==> src/design/crs_ram.sv <==
// Generic simple dual-port RAM with one write port and a registered read port.
module crs_ram #(
	parameter int WIDTH = 32,
	parameter int DEPTH = 64
) (
	input  logic                     clk,
	input  logic                     we,
	input  logic [$clog2(DEPTH)-1:0] waddr,
	input  logic [WIDTH-1:0]         wdata,
	input  logic [$clog2(DEPTH)-1:0] raddr,
	output logic [WIDTH-1:0]         rdata
);

	logic [WIDTH-1:0] mem_q [DEPTH];

	// Write and registered read
	always_ff @(posedge clk) begin
		if (we) begin
			mem_q[waddr] <= wdata;
		end
		rdata <= mem_q[raddr];
	end

endmodule

==> config.mk <==
export PLATFORM = sky130hd
export DESIGN_NAME = crs_ram
export DESIGN_NICKNAME = d
export VERILOG_FILES = /design/src/design/crs_ram.sv
export SDC_FILE = /design/constraint.sdc
export NUM_CORES = 2
export LEC_CHECK = 0
export BUFFER_PORTS_ARGS = -buffer_cell sky130_fd_sc_hd__clkbuf_2
export CORE_UTILIZATION = 55
export CTS_BUF_LIST = sky130_fd_sc_hd__clkbuf_8
export DETAILED_ROUTE_END_ITERATION = 8
export PLACE_DENSITY = 0.81
export RECOVER_POWER = 25
export SYNTH_ARGS = -nofsm -noshare
export SYNTH_HDL_FRONTEND = slang
export SYNTH_SLANG_ARGS = --single-unit
==> constraint.sdc <==
create_clock -name clk -period 4.9 [get_ports clk]
set_input_delay 0.49 -clock clk [delete_from_list [all_inputs] [get_ports clk]]
set_output_delay 0.49 -clock clk [all_outputs]
set_load 0.005 [all_outputs]
==> metrics.csv <==
stage,metric,value,unit
route,via_count,38500,
critical_path,cp-start-kind,primary input,
pwr,power.leakage,27.9,nW
placement,gp_congestion,0.870,
sta,setup_viol,0,
critical_path,critPathMaxFanout,64,
sta,report.final.slew_viol_count,1755,
sta,final.setup_skew,0.0718,ns
cells_and_area,final_common_cell,edfxtp_1,
job,maxCapViolCount,27,
sta,min_period,2.94,ns
placement,place_hpwl,113000,um
cts,clkTransAtPathRegs,0.07,ns
cells_and_area,layout_common_cells,"2048 x edfxtp_1, 544 x mux4_2, 335 x clkbuf_8",
pwr,p_comb_frac,0.053,
critical_path,rr_worst_depth,5,
floorplan,rows,138,
status,outcome,"complete, but fails checks",
critical_path,worstPathCellList,clkbuf_2 -> clkbuf_1,
floorplan,fp.dieArea,0.144,mm2
synth,synth.net_count,3370,
synth,ys_ff_latch,2080,
pwr,intPower,27.3,mW
cts,cts_hold_buf,0,
min_path,hold_path.class,in -> reg,
pwr,finalPower,35.1,mW
sta,finalHoldViolations,0,
cells_and_area,layout.nets,3750,
cts,cts_tree,done,
pwr,share_seq_of_total_power,0.566,
grt,grt_usage,0.274,
route,viasPerCell,6.61,
critical_path,max_stage_delay,2.52,ns
synth,synth_area,0.0785,mm2
sta,slew-limit-headroom,-1.41,
critical_path,path_class,in -> reg,
sta,tightest_slew,3.62,ns
critical_path,cp-end-kind,flop,
route,drt_wl_total,197000,um
min_path,whs_path_depth,3,
floorplan,initial_core_util,0.555,
synth,synth_cells,3324,
grt,grt_overflow_total,0,
pwr,ir_worst_vdd,0.340,mV
synth,yosysUniqueCellTypes,34,
status,violations,"max-capacitance violations, max-slew violations",
cts,cts_sinks,2080,
pwr,p_sw,7.73,mW
floorplan,coreArea,0.142,mm2
placement,port_buffers,77,
floorplan,die_h,380,um
sta,rsz0062_at_grt,false,
grt,grt_pass1_wl,278000,um
cells_and_area,drive_above_1_share,0.308,
cells_and_area,syn_to_final_growth,12.1,%
route,postRouteAntennaNets,0,
sta,period_share,0.600,
critical_path,required,5.13,ns
route,drc,0,
cts,ctsLongestPathBuffers,4,
synth,seq_area_frac_synth,0.791,
synth,synth.avg_cell_area,23.6,um2
cts,clock_latency,1.02,ns
pwr,clock_power_share,0.381,
critical_path,critPathTopFamily,buffers and inverters,
cts,cts_resized,0,
floorplan,ioPinCount,78,
grt,grt_max_degree,74,
pwr,powerDensity,399,mW/mm2
cts,post_cts_buffers,0,
sta,fmax,0.340,GHz
cts,htree_levels,5,
critical_path,arrival,3.17,ns
route,drt-pass1-iter-count,6,
sta,fin_tns_setup,0,ns
critical_path,slowest_stage,clkbuf_1,
route,drt-wirelength-per-cell,33.8,um
cts,cts_root_buf,clkbuf_8,
route,dr.first_iter.drc_count,5746,
pwr,power_switching_share,0.220,
cells_and_area,fill_cells,8885,
synth,synth_warnings,0,
floorplan,die_w,380,um
critical_path,path_buf_inv,2,
critical_path,cp.depth,2,
grt,antenna_found_initial,5,
grt,grt_pass1_vias,39300,
cts,cts_buffers,322,
per-stage QoR:
stage	cell area (um2)	setup WS [ns]	hold slack, ns	util	cells
6_report	88000	1.96	0.218	0.621	5820
5_1_grt	88000	1.99	0.208	0.621	5818
4_1_cts	88100	2.23	0.0913	0.622	5816
3_5_place_dp	82300	1.13	0.727	0.581	5270
3_3_place_gp	82300	1.22	0.706	0.581	5270
2_1_floorplan	78500	1.25	0.589	-	3324
worst paths after layout:
| check | to | startpoint | slack (ns) |
|---|---|---|---|
| max | mem_q[48][26] | wdata[26] | 1.96 |
| min | rdata[29] | raddr[4] | 0.22 |
| max reg2reg | rdata[8] | mem_q[6][8] | 2.37 |
| min reg2reg | rdata[20] | mem_q[12][20] | 0.74 |
sequential cells by signal (all words and copies together), names as in the netlist:
register,cells
rdata,32
mem_q,2048
power by group through the flow:
stage                     Combinational (mW)  Sequential [mW]  Clock, mW
after floorplan                        0.958             20.1          0
after global placement                  1.79             20.2          0
after detailed placement                1.84             20.2          0
after CTS                               1.85             19.8       13.4
after global routing                    1.91             19.8       14.2
final                                   1.85             19.8       13.4
synth_stat cells:
master    instances  area, um2
nor3_1            7       35.0
nand2b_1          8       50.1
a41o_1            4       40.0
edfxtp_1       2048      61500
a31oi_1           1       6.26
o22ai_1          84        526
nand3b_1          5       37.5
o32ai_1           4       35.0
and3_1            4       25.0
nand2_1          26       97.6
clkbuf_1         74        278
buf_4            25        188
or3b_2            3       26.3
o221ai_1         27        236
or2_1             1       6.26
dfxtp_1          32        641
nor2_1          137        514
nand4_1           2       12.5
a22oi_1          12       90.1
nor2b_1          15       93.8
or3b_1            2       17.5
a21oi_1          62        310
nand4b_1          1       8.76
buf_6             5       56.3
buf_2            57        285
or2_0             1       6.26
mux4_2          544      12300
or2_2             1       6.26
and2_1            2       12.5
mux2i_1          93        931
nand3_1           5       25.0
buf_1            21       78.8
a311oi_1          8       70.1
or3_1             3       18.8
per-layer routing:
layer	routed length, um	part of all wire	GRT usage
met1	67300	0.34	0.362
met2	95400	0.49	0.436
met3	25000	0.13	0.0672
met4	8920	0.045	0.124
met5	11	0.000056	0
area by class of cell:
| cell class | count | area, um2 | area share |
|---|---|---|---|
| multi-input combinational | 1062 | 16000 | 0.181 |
| antenna | 4 | 10.0 | 0.000114 |
| sequential | 2080 | 62100 | 0.706 |
| clock buffer | 335 | 4610 | 0.0524 |
| tap | 1890 | 2360 | 0.0269 |
| timing repair buffer | 238 | 1710 | 0.0195 |
| clock inverter | 211 | 1180 | 0.0135 |
logic make-up after synthesis:
logic type / Yosys count / synth area share
flops: 2080 / 0.791
simple gates: 223 / 0.0127
mux: 637 / 0.168
buf+inv: 182 / 0.0113
compound gates: 202 / 0.0167
No activity file was read; power rests on OpenSTA's default activity.
